==> config.mk <==
export PLATFORM = sky130hd
export DESIGN_NAME = percent_decoder_stream_flat
export DESIGN_NICKNAME = d
export VERILOG_FILES = /design/src/rtl/pdec_pkg.sv /design/src/rtl/pdec_if.sv /design/src/rtl/pdec_decode.sv /design/src/rtl/pdec_outbuf.sv /design/src/rtl/percent_decoder_stream.sv /design/src/flat_wrapper.sv
export SDC_FILE = /design/constraint.sdc
export NUM_CORES = 1
export LEC_CHECK = 0
export BUFFER_PORTS_ARGS = -buffer_cell sky130_fd_sc_hd__clkbuf_2
export CAP_MARGIN = 20
export CORE_MARGIN = 5
export CORE_UTILIZATION = 56
export CTS_BUF_LIST = sky130_fd_sc_hd__clkbuf_4
export CTS_CLUSTER_SIZE = 30
export DETAILED_ROUTE_END_ITERATION = 12
export PLACE_DENSITY_LB_ADDON = 0.2
export SYNTH_ARGS = -nofsm -noshare
export SYNTH_HDL_FRONTEND = slang
export SYNTH_SLANG_ARGS = --single-unit
==> constraint.sdc <==
create_clock -name clock -period 3.1 [get_ports clock]
set_input_delay 0.465 -clock clock [delete_from_list [all_inputs] [get_ports clock]]
set_output_delay 0.465 -clock clock [all_outputs]
set_load 0.005 [all_outputs]
==> src/rtl/pdec_pkg.sv <==
// shared types, constants and code-table functions for the percent decoder
`default_nettype none
package pdec_pkg;

   localparam logic [7:0] PCT_CHAR   = 8'h25;
   localparam int         MAX_RES    = 3;
   localparam int         RES_CNT_W  = $clog2(MAX_RES + 1);

   // what the decoder is holding between input transfers
   typedef enum logic [1:0] {
      PH_FREE  = 2'd0,
      PH_PCT   = 2'd1,
      PH_DIGIT = 2'd2
   } pdec_phase_type;

   // results of one input item, entry 0 goes out first
   typedef struct packed {
      logic [RES_CNT_W-1:0]        count;
      logic [MAX_RES-1:0][7:0]     bytes;
      logic [MAX_RES-1:0]          lasts;
   } pdec_res_type;

   // uppercase hex digit value, bit 4 set when not a digit
   function automatic logic [4:0] hex_val(input logic [7:0] c);
      logic [4:0] v;
      v = 5'h10;
      if (c >= 8'h30 && c <= 8'h39) begin
         v = {1'b0, c[3:0]};
      end else if (c >= 8'h41 && c <= 8'h46) begin
         v = {1'b0, c[3:0] + 4'd9};
      end
      return v;
   endfunction

   // reserved and commonly escaped characters that may be decoded
   function automatic logic code_listed(input logic [7:0] v);
      logic hit;
      unique case (v)
         8'h20, 8'h21, 8'h22, 8'h23, 8'h24, 8'h25, 8'h26, 8'h27,
         8'h28, 8'h29, 8'h2A, 8'h2B, 8'h2C, 8'h2D, 8'h2E, 8'h2F,
         8'h3A, 8'h3B, 8'h3C, 8'h3D, 8'h3E, 8'h3F, 8'h40,
         8'h5B, 8'h5C, 8'h5D, 8'h5E, 8'h5F, 8'h60,
         8'h7B, 8'h7C, 8'h7D, 8'h7E: hit = 1'b1;
         default:                   hit = 1'b0;
      endcase
      return hit;
   endfunction

endpackage
`default_nettype wire

==> src/rtl/pdec_if.sv <==
// stream interfaces for escaped input characters and decoded output characters
`default_nettype none
interface pdec_req_if;
   logic       valid;
   logic       ready;
   logic [7:0] in_byte;
   logic       in_last;

   modport source (output valid, output in_byte, output in_last, input ready);
   modport sink   (input valid, input in_byte, input in_last, output ready);
endinterface

interface pdec_rsp_if;
   logic       valid;
   logic       ready;
   logic [7:0] out_byte;
   logic       out_last;

   modport source (output valid, output out_byte, output out_last, input ready);
   modport sink   (input valid, input out_byte, input out_last, output ready);
endinterface
`default_nettype wire

==> src/rtl/pdec_decode.sv <==
// escape scanner: one input character against the held state, up to three results
`default_nettype none
module pdec_decode
   import pdec_pkg::*;
(
   input  wire pdec_phase_type phase,
   input  wire logic [7:0]     held,
   input  wire logic [7:0]     in_byte,
   input  wire logic           in_last,
   output pdec_phase_type      phase_next,
   output logic [7:0]          held_next,
   output pdec_res_type        res
);

   logic [4:0] hi_val;
   logic [4:0] lo_val;
   logic [7:0] pair_val;
   logic       pair_hit;

   assign hi_val   = hex_val(held);
   assign lo_val   = hex_val(in_byte);
   assign pair_val = {hi_val[3:0], lo_val[3:0]};
   assign pair_hit = !hi_val[4] && !lo_val[4] && code_listed(pair_val);

   always_comb begin
      phase_next = PH_FREE;
      held_next  = held;
      res.count  = '0;
      res.bytes  = '0;
      res.lasts  = '0;
      unique case (phase)
         PH_PCT: begin
            if (in_last) begin
               res.count    = RES_CNT_W'(2);
               res.bytes[0] = PCT_CHAR;
               res.bytes[1] = in_byte;
               res.lasts[1] = 1'b1;
            end else begin
               held_next  = in_byte;
               phase_next = PH_DIGIT;
            end
         end
         PH_DIGIT: begin
            res.bytes[0] = PCT_CHAR;
            if (pair_hit) begin
               res.count    = RES_CNT_W'(1);
               res.bytes[0] = pair_val;
               res.lasts[0] = in_last;
            end else if (held == PCT_CHAR) begin
               // held '%' restarts the escape
               if (in_last) begin
                  res.count    = RES_CNT_W'(3);
                  res.bytes[1] = PCT_CHAR;
                  res.bytes[2] = in_byte;
                  res.lasts[2] = 1'b1;
               end else begin
                  res.count  = RES_CNT_W'(1);
                  held_next  = in_byte;
                  phase_next = PH_DIGIT;
               end
            end else begin
               res.bytes[1] = held;
               if (in_byte == PCT_CHAR && !in_last) begin
                  res.count  = RES_CNT_W'(2);
                  phase_next = PH_PCT;
               end else begin
                  res.count    = RES_CNT_W'(3);
                  res.bytes[2] = in_byte;
                  res.lasts[2] = in_last;
               end
            end
         end
         default: begin
            if (in_byte == PCT_CHAR && !in_last) begin
               phase_next = PH_PCT;
            end else begin
               res.count    = RES_CNT_W'(1);
               res.bytes[0] = in_byte;
               res.lasts[0] = in_last;
            end
         end
      endcase
      if (phase_next == PH_FREE) begin
         held_next = '0;
      end
   end

endmodule
`default_nettype wire

==> src/rtl/pdec_outbuf.sv <==
// result register: holds the results of one item and drains one per transfer
`default_nettype none
module pdec_outbuf
   import pdec_pkg::*;
(
   input  wire logic         clock,
   input  wire logic         reset,
   input  wire logic         load,
   input  wire pdec_res_type res,
   output logic              room,
   output logic              out_valid,
   input  wire logic         out_ready,
   output logic [7:0]        out_byte,
   output logic              out_last
);

   logic [RES_CNT_W-1:0]    cnt_ff,   cnt_in;
   logic [MAX_RES-1:0][7:0] bytes_ff, bytes_in;
   logic [MAX_RES-1:0]      lasts_ff, lasts_in;
   logic                    pop;

   assign out_valid = (cnt_ff != '0);
   assign pop       = out_valid && out_ready;
   assign room      = (cnt_ff == '0) || (cnt_ff == RES_CNT_W'(1) && out_ready);
   assign out_byte  = bytes_ff[0];
   assign out_last  = lasts_ff[0];

   always_comb begin
      cnt_in   = cnt_ff;
      bytes_in = bytes_ff;
      lasts_in = lasts_ff;
      if (pop) begin
         cnt_in = cnt_ff - RES_CNT_W'(1);
         for (int i = 0; i < MAX_RES - 1; i++) begin
            bytes_in[i] = bytes_ff[i+1];
            lasts_in[i] = lasts_ff[i+1];
         end
      end
      if (load) begin
         cnt_in   = res.count;
         bytes_in = res.bytes;
         lasts_in = res.lasts;
      end
   end

   always_ff @(posedge clock) begin
      if (reset) begin
         cnt_ff <= '0;
      end else begin
         cnt_ff <= cnt_in;
      end
   end

   always_ff @(posedge clock) begin
      bytes_ff <= bytes_in;
      lasts_ff <= lasts_in;
   end

endmodule
`default_nettype wire

==> src/rtl/percent_decoder_stream.sv <==
// top level of the streaming url percent decoder
//
//  channel  dir  payload             handshake
//  req_ch   in   in_byte, in_last    valid/ready, transfer when both high
//  rsp_ch   out  out_byte, out_last  valid/ready, transfer when both high
//
// - one input per cycle if the output is ready and items give at most one result
// - an item gives up to three results, drained one per cycle from the result
//   register while rsp_ch.ready is high; input waits till the last is leaving
// - an item's first result is presented the cycle after its input transfer
// - synchronous active-high reset clears phase, held character and count
// - output stalls back up to req_ch.ready combinationally through the room check
`default_nettype none
module percent_decoder_stream
   import pdec_pkg::*;
(
   input  wire logic  clock,
   input  wire logic  reset,
   pdec_req_if.sink   req_ch,
   pdec_rsp_if.source rsp_ch
);

   // scanner state
   pdec_phase_type phase_ff, phase_in;
   logic [7:0]     held_ff,  held_in;

   pdec_res_type   dec_res;
   logic           room;
   logic           req_take;

   assign req_ch.ready = room;
   assign req_take     = req_ch.valid && room;

   pdec_decode u_decode (
      .phase      (phase_ff),
      .held       (held_ff),
      .in_byte    (req_ch.in_byte),
      .in_last    (req_ch.in_last),
      .phase_next (phase_in),
      .held_next  (held_in),
      .res        (dec_res)
   );

   // state advances only on an input transfer
   always_ff @(posedge clock) begin
      if (reset) begin
         phase_ff <= PH_FREE;
         held_ff  <= '0;
      end else if (req_take) begin
         phase_ff <= phase_in;
         held_ff  <= held_in;
      end
   end

   pdec_outbuf u_outbuf (
      .clock     (clock),
      .reset     (reset),
      .load      (req_take),
      .res       (dec_res),
      .room      (room),
      .out_valid (rsp_ch.valid),
      .out_ready (rsp_ch.ready),
      .out_byte  (rsp_ch.out_byte),
      .out_last  (rsp_ch.out_last)
   );

   // held character is cleared whenever nothing is held
   a_held_clear: assert property (@(posedge clock) disable iff (reset)
      (phase_ff == PH_FREE) |-> (held_ff == '0))
      else $error("held character set while nothing is held");

   // the final input character always ends the string on the output
   a_last_marked: assert property (@(posedge clock) disable iff (reset)
      (req_take && req_ch.in_last) |->
         (dec_res.count != '0 && dec_res.lasts[dec_res.count - RES_CNT_W'(1)]))
      else $error("end of string not marked on final result");

   // the end of string leaves nothing held
   a_last_flush: assert property (@(posedge clock) disable iff (reset)
      (req_take && req_ch.in_last) |=> (phase_ff == PH_FREE))
      else $error("state held across end of string");

   // a fresh escape start yields no result
   a_pct_silent: assert property (@(posedge clock) disable iff (reset)
      (req_take && phase_ff == PH_FREE && req_ch.in_byte == PCT_CHAR && !req_ch.in_last)
         |-> (dec_res.count == '0))
      else $error("percent start produced output");

   // nothing is offered right after reset
   a_reset_idle: assert property (@(posedge clock)
      $past(reset) |-> !rsp_ch.valid)
      else $error("result valid after reset");

endmodule
`default_nettype wire

==> src/flat_wrapper.sv <==
// flat-port wrapper written by rule: the top's interface ports become plain ports
module percent_decoder_stream_flat import pdec_pkg::*;
  (clock, reset, req_ch_valid, req_ch_in_byte, req_ch_in_last, req_ch_ready, rsp_ch_valid, rsp_ch_out_byte, rsp_ch_out_last, rsp_ch_ready);
  pdec_req_if req_ch_i ();
  pdec_rsp_if rsp_ch_i ();
  input  wire logic clock;
  input  wire logic reset;
  input wire logic [$bits(req_ch_i.valid)-1:0] req_ch_valid;
  input wire logic [$bits(req_ch_i.in_byte)-1:0] req_ch_in_byte;
  input wire logic [$bits(req_ch_i.in_last)-1:0] req_ch_in_last;
  output wire logic [$bits(req_ch_i.ready)-1:0] req_ch_ready;
  output wire logic [$bits(rsp_ch_i.valid)-1:0] rsp_ch_valid;
  output wire logic [$bits(rsp_ch_i.out_byte)-1:0] rsp_ch_out_byte;
  output wire logic [$bits(rsp_ch_i.out_last)-1:0] rsp_ch_out_last;
  input wire logic [$bits(rsp_ch_i.ready)-1:0] rsp_ch_ready;
  assign req_ch_i.valid = req_ch_valid;
  assign req_ch_i.in_byte = req_ch_in_byte;
  assign req_ch_i.in_last = req_ch_in_last;
  assign req_ch_ready = req_ch_i.ready;
  assign rsp_ch_valid = rsp_ch_i.valid;
  assign rsp_ch_out_byte = rsp_ch_i.out_byte;
  assign rsp_ch_out_last = rsp_ch_i.out_last;
  assign rsp_ch_i.ready = rsp_ch_ready;
  percent_decoder_stream u_core (.clock(clock), .reset(reset), .req_ch(req_ch_i), .rsp_ch(rsp_ch_i));
endmodule
==> run_results.csv, run 1 <==
group,metric,value,unit
global_routing,grt_max_degree,23,
sta,worst_hold_slack,352,ps
cts,clkTransAtPathRegs,120,ps
finish,instances_no_fill,339,
worst_hold_path,hold_path_startpoint,"reset",
logic_synthesis,ys_ff_latch,39,
placed_design,portBuffers,23,
sta,clock.fmax,339,MHz
global_routing,track_usage,21.2,%
sta,tns,0,ps
finish,final_common_cell,"edfxtp_1",
sta,slew_violations,0,
logic_synthesis,synthArstFlopShare,0,%
cts,clock-sinks,39,
placed_design,gp_congestion,0.900,
power_and_ir_drop,power_density,428,nW/um^2
detailed_routing,drt_wl_total,6.21,mm
critical_path,startpoint,"u_core.held_ff[0]",
floorplanning,die_w,77.6,um
placed_design,dp_hpwl,4.62,mm
worst_hold_path,hold_depth,2,
finish,nets,310,
global_routing,grt_pass1_vias,2118,
floorplanning,start_util,58.3,%
detailed_routing,ant_nets,0,
logic_synthesis,avgSynthCellArea,9.99,um^2
floorplanning,die-height,77.6,um
critical_path,endpoint_kind,"flop",
run,drv_cap,0,
critical_path,criticalPathCategory,"reg -> reg",
cts,hold_buffers,0,
run_status,status,"finished, final reports clean",
worst_hold_path,worstHoldPathType,"in -> reg",
global_routing,antenna_found_initial,0,
detailed_routing,vias,2162,
critical_path,cp.arrival,3180,ps
floorplanning,io_pins,24,
detailed_routing,vias_per_cell,6.38,
detailed_routing,wl_per_cell,18.3,um
cts,insertion_delay,350,ps
finish,layout-drive-gt1-share,23.0,%
logic_synthesis,synth_nets,280,
logic_synthesis,yosys_warnings,0,
floorplanning,num_rows,24,
critical_path,start_kind,"flop",
detailed_routing,drtIter0Drc,220,
logic_synthesis,ys.flop_type,"edfxtp_1",
power_and_ir_drop,leakagePower,1.12,nW
cts,clock_path_buffers,2,
floorplanning,dieArea,6020,um^2
critical_path,reg2reg_depth,10,
cts,root_buffer,"clkbuf_4",
power_and_ir_drop,ir_drop,0.280,mV
sta,slew_headroom,58.2,%
sta,hold_viol,0,
global_routing,grt_pass1_wl,10.3,mm
detailed_routing,drc,0,
placed_design,dp_cells,331,
cts,cts_inserted_buffers,5,
sta,fin_worst_skew,9.71,ps
sta,finalCriticalPeriod,2950,ps
detailed_routing,dr.pass1.iters,5,
critical_path,worstPathRequired,3330,ps
critical_path,timing.rr.start,"u_core.held_ff[0]",
cts,ctsResizeCount,0,
finish,syn_to_final_growth,9.88,%
sta,tightest_slew,627,ps
critical_path,cp_max_fo,10,
logic_synthesis,synth_cell_type_count,61,
cts,post_cts_buffers,0,
floorplanning,core_area,4380,um^2
logic_synthesis,synth-edff-count,27,
logic_synthesis,netlist_instances,256,
logic_synthesis,yosysSeqAreaShare,41.1,%
sta,period_share,95.2,%
cts,cts_tree,"done",
finish,final_cell_mix,"27 x edfxtp_1, 23 x nand2_1, 23 x clkbuf_2, 20 x nor2_1, 20 x buf_4",
global_routing,grt_overflow,0,
cts,htree_levels,2,
sta,rsz0062_at_grt,"no",
sta,setup_viol,0,
finish,num_antenna_cells,0,
logic_synthesis,syn_area,2560,um^2
-- path summary, 6_finish.rpt --
path                                       end  slack, ps
setup / recovery  u_core.u_outbuf.bytes_ff[21]        150
hold / removal              u_core.phase_ff[1]        350
setup reg to reg  u_core.u_outbuf.bytes_ff[21]        150
hold reg to reg             u_core.phase_ff[1]        490
-- logic make-up (layout without fill, tap and decap cells) --
| kind of cell | after synthesis | in the layout | share of synthesized area, % |
|---|---|---|---|
| buf+inv | 32 | 63 | 7.53 |
| flops | 39 | 39 | 41.1 |
| xor+xnor | 1 | 1 | 0.343 |
| compound gates | 85 | 85 | 27.1 |
| mux | 3 | 3 | 1.22 |
| simple gates | 85 | 85 | 17.4 |
| fa+ha+maj | 11 | 11 | 5.38 |
-- critical path, stage by stage (launching register included) --
cell,delay [ps]
dfxtp_1,380
inv_1,150
ha_1,190
or3b_2,440
o2111a_1,200
mux2i_1,140
buf_4,150
o22ai_1,90
a221o_2,400
a211oi_4,450
and3_1,230
-- per-stage QoR --
stage               instance area [um^2]  util, %  setup WS [ps]  total power, mW
floorplan                           2570        -           42.7            0.876
global placement                    2750     62.8           62.8            0.938
detailed placement                  2750     62.8          -2.36            0.943
CTS                                 2810     64.1            174             1.21
global route                        2810     64.1           21.7             1.27
finish                              2810     64.1            149             1.20
-- synthesized netlist by cell type (2+ instances only) --
cell / count / share of area [%]
nand4_1: 2 / 0.49
a31oi_1: 3 / 0.73
nor2_1: 20 / 2.9
nand2_1: 23 / 3.4
a22o_1: 12 / 4.1
nor2b_1: 2 / 0.49
a22o_2: 2 / 0.78
a21o_1: 5 / 1.5
a21oi_1: 10 / 2.0
buf_4: 9 / 2.6
nor3_1: 4 / 0.78
a22oi_1: 7 / 2.1
clkbuf_1: 4 / 0.59
nand3_1: 5 / 0.98
o21ai_0: 8 / 1.6
mux2i_1: 2 / 0.78
o31ai_1: 5 / 1.5
edfxtp_1: 27 / 32
and2_2: 2 / 0.59
and2_1: 6 / 1.5
a31o_1: 3 / 1.0
a21boi_0: 2 / 0.59
o22ai_1: 4 / 0.98
nor3b_1: 2 / 0.59
o21ai_1: 2 / 0.39
and3_1: 8 / 2.0
ha_1: 11 / 5.4
o21bai_1: 4 / 1.2
buf_6: 5 / 2.2
nor4_1: 2 / 0.49
inv_1: 12 / 1.8
a2111oi_4: 2 / 2.2
dfxtp_1: 12 / 9.4
o211ai_1: 2 / 0.59
-- metal layers --
layer	global-route usage [%]	wire length, um
met5	0	0
met4	7.56	100
met1	28.0	2640
met3	5.09	472
met2	33.9	2990
-- sequential cells by signal, indices dropped and copies added (netlist names) --
name	cells
u_core.u_outbuf.bytes_ff	16
u_core.held_ff	8
u_core.u_outbuf.out_byte	8
u_core.u_outbuf.lasts_ff	3
u_core.phase_ff	2
u_core.u_outbuf.cnt_ff	2
-- power by group --
group	internal (mW)	switching (mW)
logic	0.112	0.158
registers	0.643	0.0210
clock network	0.0963	0.173
-- final cells by class --
class	count	area (um^2)
multi-input combinational	185	1330
timing repair buffer	43	265
inverter	12	45.0
clock buffer	6	45.0
fill	353	1570
sequential	39	1050
clock inverter	2	12.5
tap	52	65.1
Note: power is estimated with default switching activity, not from simulation.
==> inputs of run 2 (changes only) <==
--- a/config.mk
+++ b/config.mk
@@ -8,7 +8,7 @@
 export BUFFER_PORTS_ARGS = -buffer_cell sky130_fd_sc_hd__clkbuf_2
 export CAP_MARGIN = 20
 export CORE_MARGIN = 5
-export CORE_UTILIZATION = 56
+export CORE_UTILIZATION = 40
 export CTS_BUF_LIST = sky130_fd_sc_hd__clkbuf_4
 export CTS_CLUSTER_SIZE = 30
 export DETAILED_ROUTE_END_ITERATION = 12
==> run 2 against run 1 <==
  * Combinational power is essentially flat
  * Worst hold slack lost 5.0 ps
  * Wire length grew 5.1%
  * Global-route usage shrank 5.1 points
  * Non-clock buffer count grew 1
  * Setup slack gained 83 ps
  * Clock skew grew 0.93 ps
  * Sequential share of layout area shrank 0.81 points
  * Critical path type unchanged
==> run_results.csv, run 2 (synthesis gave the netlist of run 1 again) <==
group,metric,value,unit
critical_path,cp.arrival,2970,ps
cts,clkTransAtPathRegs,130,ps
placed_design,portBuffers,23,
critical_path,start_kind,"flop",
finish,layout-drive-gt1-share,23.6,%
placed_design,gp_congestion,0.892,
worst_hold_path,hold_path_startpoint,"reset",
finish,final_cell_mix,"27 x edfxtp_1, 23 x nand2_1, 23 x clkbuf_2, 21 x buf_4, 20 x nor2_1",
detailed_routing,drt_wl_total,6.52,mm
power_and_ir_drop,ir_drop,0.237,mV
critical_path,worst_path_max_delay_cell,"or3b_2",
critical_path,path_common_cell,"buf_4",
sta,tightest_slew,775,ps
floorplanning,die-height,90.0,um
finish,num_antenna_cells,0,
global_routing,track_usage,16.1,%
cts,cts_tree,"done",
critical_path,path_cells,"inv_2 > ha_1 > or3b_2 > o2111a_1 > mux2i_1 > buf_4 > a41oi_1 > a2111oi_4 > buf_4 > a21oi_4 > a221o_1",
global_routing,grt_overflow,0,
floorplanning,start_util,40.7,%
sta,fin_worst_skew,10.6,ps
power_and_ir_drop,swShare,28.1,%
detailed_routing,wl_per_cell,17.9,um
power_and_ir_drop,pwr-share-seq,51.7,%
cts,clock-sinks,39,
cts,cts_inserted_buffers,5,
finish,largest_reg_flops,16,
power_and_ir_drop,power_density,447,nW/um^2
critical_path,timing.rr.start,"u_core.held_ff[0]",
sta,rsz0062_at_grt,"no",
sta,clock.fmax,349,MHz
sta,slew_headroom,48.3,%
sta,tns,0,ps
power_and_ir_drop,leakagePower,1.14,nW
critical_path,reg2reg_slack,230,ps
critical_path,max_stage_delay,440,ps
placed_design,dp_cells,357,
power_and_ir_drop,clockPowerShare,27.2,%
sta,period_share,92.5,%
detailed_routing,vias_per_cell,5.67,
worst_hold_path,worstHoldPathType,"in -> reg",
power_and_ir_drop,p_comb_share,21.2,%
cts,htree_levels,2,
finish,largest_register,"u_core.u_outbuf.bytes_ff",
sta,slew_violations,0,
cts,root_buffer,"clkbuf_4",
cts,post_cts_buffers,0,
critical_path,endpoint_kind,"flop",
finish,nets,311,
global_routing,antenna_found_initial,0,
power_and_ir_drop,power,1.28,mW
critical_path,criticalPathCategory,"reg -> reg",
run_status,status,"finished, final reports clean",
placed_design,dp_hpwl,4.85,mm
finish,instances_no_fill,365,
global_routing,grt_pass1_wl,10.5,mm
detailed_routing,vias,2069,
floorplanning,dieArea,8090,um^2
critical_path,reg2reg_depth,11,
detailed_routing,drtIter0Drc,137,
run,drv_cap,0,
power_and_ir_drop,intPower,923,uW
floorplanning,core_area,6280,um^2
detailed_routing,dr.pass1.iters,4,
critical_path,cp_max_fo,7,
detailed_routing,drc,0,
finish,final_util,45.8,%
worst_hold_path,hold_end,"u_core.phase_ff[1]",
sta,finalCriticalPeriod,2870,ps
cts,insertion_delay,350,ps
critical_path,worstPathRequired,3200,ps
floorplanning,die_w,90.0,um
finish,n_fill_cell,613,
cts,clock_path_buffers,2,
global_routing,grt_max_degree,23,
detailed_routing,ant_nets,0,
floorplanning,io_pins,24,
sta,setup_viol,0,
sta,hold_viol,0,
global_routing,grt_pass1_vias,2007,
worst_hold_path,hold_depth,2,
finish,final_common_cell,"edfxtp_1",
finish,syn_to_final_growth,12.3,%
critical_path,r2r-end,"u_core.u_outbuf.bytes_ff[8]",
floorplanning,num_rows,29,
power_and_ir_drop,p_sw,360,uW
==> run 2: metrics by stage <==
step	cell area [um^2]	hold slack, ps	worst slack [ps]
3_3_place_gp	2790	470	28.5
6_report	2870	347	233
3_5_place_dp	2790	477	4.75
2_1_floorplan	2570	447	42.7
5_1_grt	2870	352	45.6
4_1_cts	2870	333	172
==> run 2: how the worst max path moves through the flow <==
| stage | from | endpoint | slack (ps) | cells past startpoint |
|---|---|---|---|---|
| floorplan | req_ch_in_byte[0] | u_core.u_outbuf.bytes_ff[8] | 40 | 10 |
| global placement | req_ch_in_byte[0] | u_core.u_outbuf.lasts_ff[0] | 30 | 12 |
| detailed placement | req_ch_in_byte[0] | u_core.u_outbuf.lasts_ff[0] | 5 | 12 |
| CTS | u_core.held_ff[0] | u_core.u_outbuf.bytes_ff[8] | 170 | 11 |
| global route | u_core.held_ff[0] | u_core.u_outbuf.bytes_ff[8] | 50 | 11 |
| finish | u_core.held_ff[0] | u_core.u_outbuf.bytes_ff[8] | 230 | 11 |
==> run 2: power by group through the flow <==
stage | clock [mW] | combinational (mW) | sequential, mW
after floorplan | 0 | 0.207 | 0.669
after global placement | 0 | 0.270 | 0.673
after detailed placement | 0 | 0.271 | 0.676
after CTS | 0.359 | 0.272 | 0.663
after global routing | 0.376 | 0.301 | 0.671
final | 0.348 | 0.272 | 0.663
==> run 2: area by class of cell <==
cell class,instances,area [um^2],area share (%)
flip-flops and latches,39,1050,36.6
inverters,12,45.0,1.57
well taps,77,96.3,3.35
clock inverters,3,43.8,1.52
repair buffers,44,273,9.49
clock buffers,5,37.5,1.31
multi-input cells,185,1330,46.2
==> run 2: worst max-delay path, delay by kind of cell (launching register included) <==
family,cells,cell delay [ps]
fa+ha+maj,1,180
flops,1,390
mux,1,140
compound gates,5,990
simple gates,1,440
buf+inv,3,480
==> run 2: what timing repair did <==
item / in CTS / in global routing
hold buffers: 0 / 0
endpoints found under the setup margin: 0 / 3
resized for setup: 0 / 1
==> run 2: routing by layer <==
metal / wire (um) / GRT usage, % / part of all wire [%]
met2: 3140 / 26.4 / 48
met4: 72 / 4.09 / 1.1
met3: 317 / 2.67 / 4.9
met1: 2990 / 22.0 / 46
met5: 0 / 0 / 0
==> inputs of run 3 (changes only) <==
==> constraint.sdc (replaced) <==
create_clock -name clock -period 2.71 [get_ports clock]
set_input_delay 0.4065 -clock clock [delete_from_list [all_inputs] [get_ports clock]]
set_output_delay 0.4065 -clock clock [all_outputs]
set_load 0.005 [all_outputs]
==> run 3 against run 2 <==
  * Clock power decreased by 12%
  * Critical path depth unchanged
  * Setup slack got worse by 160 ps
  * Worst hold slack lost 64 ps
  * Design area grew 12%
  * Sequential power increased by 14%
  * First-iteration DRC count down 18%
  * Core utilization increased by 5.7 points
  * Non-clock buffer count increased by 33
  * Fmax is 8.7% higher
  * Power up 9.0%
  * Global-route usage up 0.45 points
  * Largest cell class unchanged
==> run_results.csv, run 3 (synthesis gave the netlist of run 1 again) <==
group,metric,value,unit
detailed_routing,drc,0,
sta,finalCriticalPeriod,2640,ps
detailed_routing,vias,2199,
detailed_routing,drtIter0Drc,113,
detailed_routing,drt_wl_total,6.79,mm
finish,finish.instance_area,3230,um^2
critical_path,criticalPathCategory,"reg -> reg",
critical_path,path_cells,"inv_2 > ha_2 > buf_4 > o21bai_1 > a21oi_1 > a22oi_2 > a21o_1 > a221o_2 > a211oi_4 > buf_6 > and3_4",
cts,insertion_delay,360,ps
finish,num_antenna_cells,0,
cts,clock_path_buffers,2,
floorplanning,io_pins,24,
placed_design,post-place-ws,-218,ps
detailed_routing,wl_per_cell,17.1,um
critical_path,reg2reg_slack,70,ps
cts,cts_inserted_buffers,5,
sta,setup_viol,0,
finish,nets,344,
finish,largest_register,"u_core.u_outbuf.bytes_ff",
run_status,status,"finished, final reports clean",
critical_path,worstPathRequired,2950,ps
critical_path,cp_num_buf_inv,3,
sta,tightest_slew,781,ps
critical_path,cp.arrival,2880,ps
worst_hold_path,hold_path_startpoint,"reset",
global_routing,grt_overflow,0,
critical_path,worst_path_max_delay_cell,"a221o_2",
critical_path,endpoint_kind,"flop",
sta,slew_violations,0,
detailed_routing,ant_nets,0,
cts,hold_buffers,0,
global_routing,grt_pass1_vias,2058,
critical_path,cp_max_fo,6,
finish,largest_reg_flops,16,
worst_hold_path,hold_end,"u_core.phase_ff[1]",
cts,htree_levels,2,
placed_design,dp_hpwl,5.12,mm
floorplanning,num_rows,29,
sta,slew_headroom,48.0,%
critical_path,max_stage_delay,440,ps
sta,fin_ws,72.6,ps
finish,regArea,1050,um^2
worst_hold_path,hold_depth,2,
cts,clock-sinks,39,
finish,final_cell_mix,"49 x buf_4, 27 x edfxtp_1, 23 x nand2_1, 23 x clkbuf_2, 20 x nor2_1",
global_routing,grt_max_degree,23,
sta,clock.fmax,379,MHz
finish,layout-drive-gt1-share,37.7,%
cts,cts_tree,"done",
global_routing,antenna_found_initial,0,
placed_design,placed_area,3070,um^2
sta,hold_viol,0,
worst_hold_path,worstHoldPathType,"in -> reg",
run,drv_cap,0,
sta,fin_worst_skew,16.7,ps
cts,root_buffer,"clkbuf_4",
critical_path,r2r-end,"u_core.u_outbuf.bytes_ff[21]",
power_and_ir_drop,power_density,433,nW/um^2
floorplanning,core_area,6280,um^2
cts,clkTransAtPathRegs,140,ps
sta,period_share,97.3,%
detailed_routing,dr.pass1.iters,4,
power_and_ir_drop,ir_drop,0.247,mV
critical_path,timing.rr.start,"u_core.held_ff[1]",
placed_design,gp_congestion,0.865,
power_and_ir_drop,leakagePower,1.30,nW
critical_path,start_kind,"flop",
floorplanning,start_util,40.7,%
floorplanning,die-height,90.0,um
critical_path,path_delay_family,"compound AO/OA/AOI/OAI gates",
finish,syn_to_final_growth,26.4,%
floorplanning,dieArea,8090,um^2
placed_design,portBuffers,23,
finish,multi_input_area,1440,um^2
finish,final_common_cell,"buf_4",
critical_path,reg2reg_depth,11,
detailed_routing,vias_per_cell,5.53,
global_routing,track_usage,16.5,%
finish,n_fill_cell,590,
floorplanning,die_w,90.0,um
global_routing,grt_pass1_wl,10.8,mm
## run 3: changes by cell type in the layout (fill, tap and decap cells not counted), moves of 2 or more
cell     change
ha_1         -4
ha_4         +3
dfxtp_2      +2
o21ai_2      +2
buf_6        +5
buf_4       +28
dfxtp_1      -2
inv_1        -3
## run 3: per-stage QoR
stage | setup TNS (ps) | util (%) | hold WS (ps) | cells | total power, mW
global route | -215 | 51.5 | 286 | 398 | 1.48
detailed placement | -4060 | 48.9 | 475 | 386 | 1.11
finish | 0 | 51.5 | 283 | 398 | 1.40
floorplan | -388 | - | 447 | 256 | 1.01
global placement | -3380 | 48.9 | 470 | 386 | 1.10
CTS | 0 | 50.3 | 274 | 397 | 1.41
## run 3: repair_timing
item,4_1_cts,5_1_grt
pin swaps,2,4
setup buffers,4,1
endpoints found under the hold margin,0,0
setup endpoints to repair,14,24
gates resized for setup,3,17
## run 3: worst max-delay path by stage
stage / start / end / slack, ps / cells past startpoint
CTS: u_core.held_ff[0] / u_core.u_outbuf.bytes_ff[12] / 4 / 11
global route: u_core.held_ff[1] / u_core.u_outbuf.bytes_ff[21] / -30 / 11
floorplan: req_ch_in_byte[4] / u_core.u_outbuf.bytes_ff[8] / -50 / 7
global placement: req_ch_in_byte[1] / u_core.u_outbuf.bytes_ff[17] / -190 / 11
finish: u_core.held_ff[1] / u_core.u_outbuf.bytes_ff[21] / 70 / 11
detailed placement: req_ch_in_byte[1] / u_core.u_outbuf.bytes_ff[17] / -220 / 11
## run 3: layout make-up
| type | instances | share of cell area, % |
|---|---|---|
| Clock buffer | 5 | 1.16 |
| Multi-Input combinational cell | 185 | 44.4 |
| Clock inverter | 3 | 0.542 |
| Sequential cell | 39 | 32.6 |
| Inverter | 12 | 1.59 |
| Tap cell | 77 | 2.98 |
| Timing Repair Buffer | 77 | 16.7 |
## run 3: worst reg2reg max path: stages (launching register included)
cell and delay [ps]:
dfxtp_2 340, inv_2 80, ha_2 180, buf_4 120, o21bai_1 90, a21oi_1 330, a22oi_2 120, a21o_1 170
a221o_2 440, a211oi_4 340, buf_6 170, and3_4 160
## run 3: per-layer routing
layer / part of all wire [%] / GRT usage (%) / up-vias
met5: 0 / 0 / -
met4: 0.68 / 3.97 / 0
met3: 5.7 / 4.26 / 5
met2: 49 / 26.2 / 57
met1: 45 / 22.6 / 1041
li1: - / - / 1096
## run 3: power breakdown
part | switching [mW] | internal [mW]
Clock | 0.207 | 0.100
Sequential | 0.0230 | 0.736
Combinational | 0.189 | 0.145
Total | 0.419 | 0.981
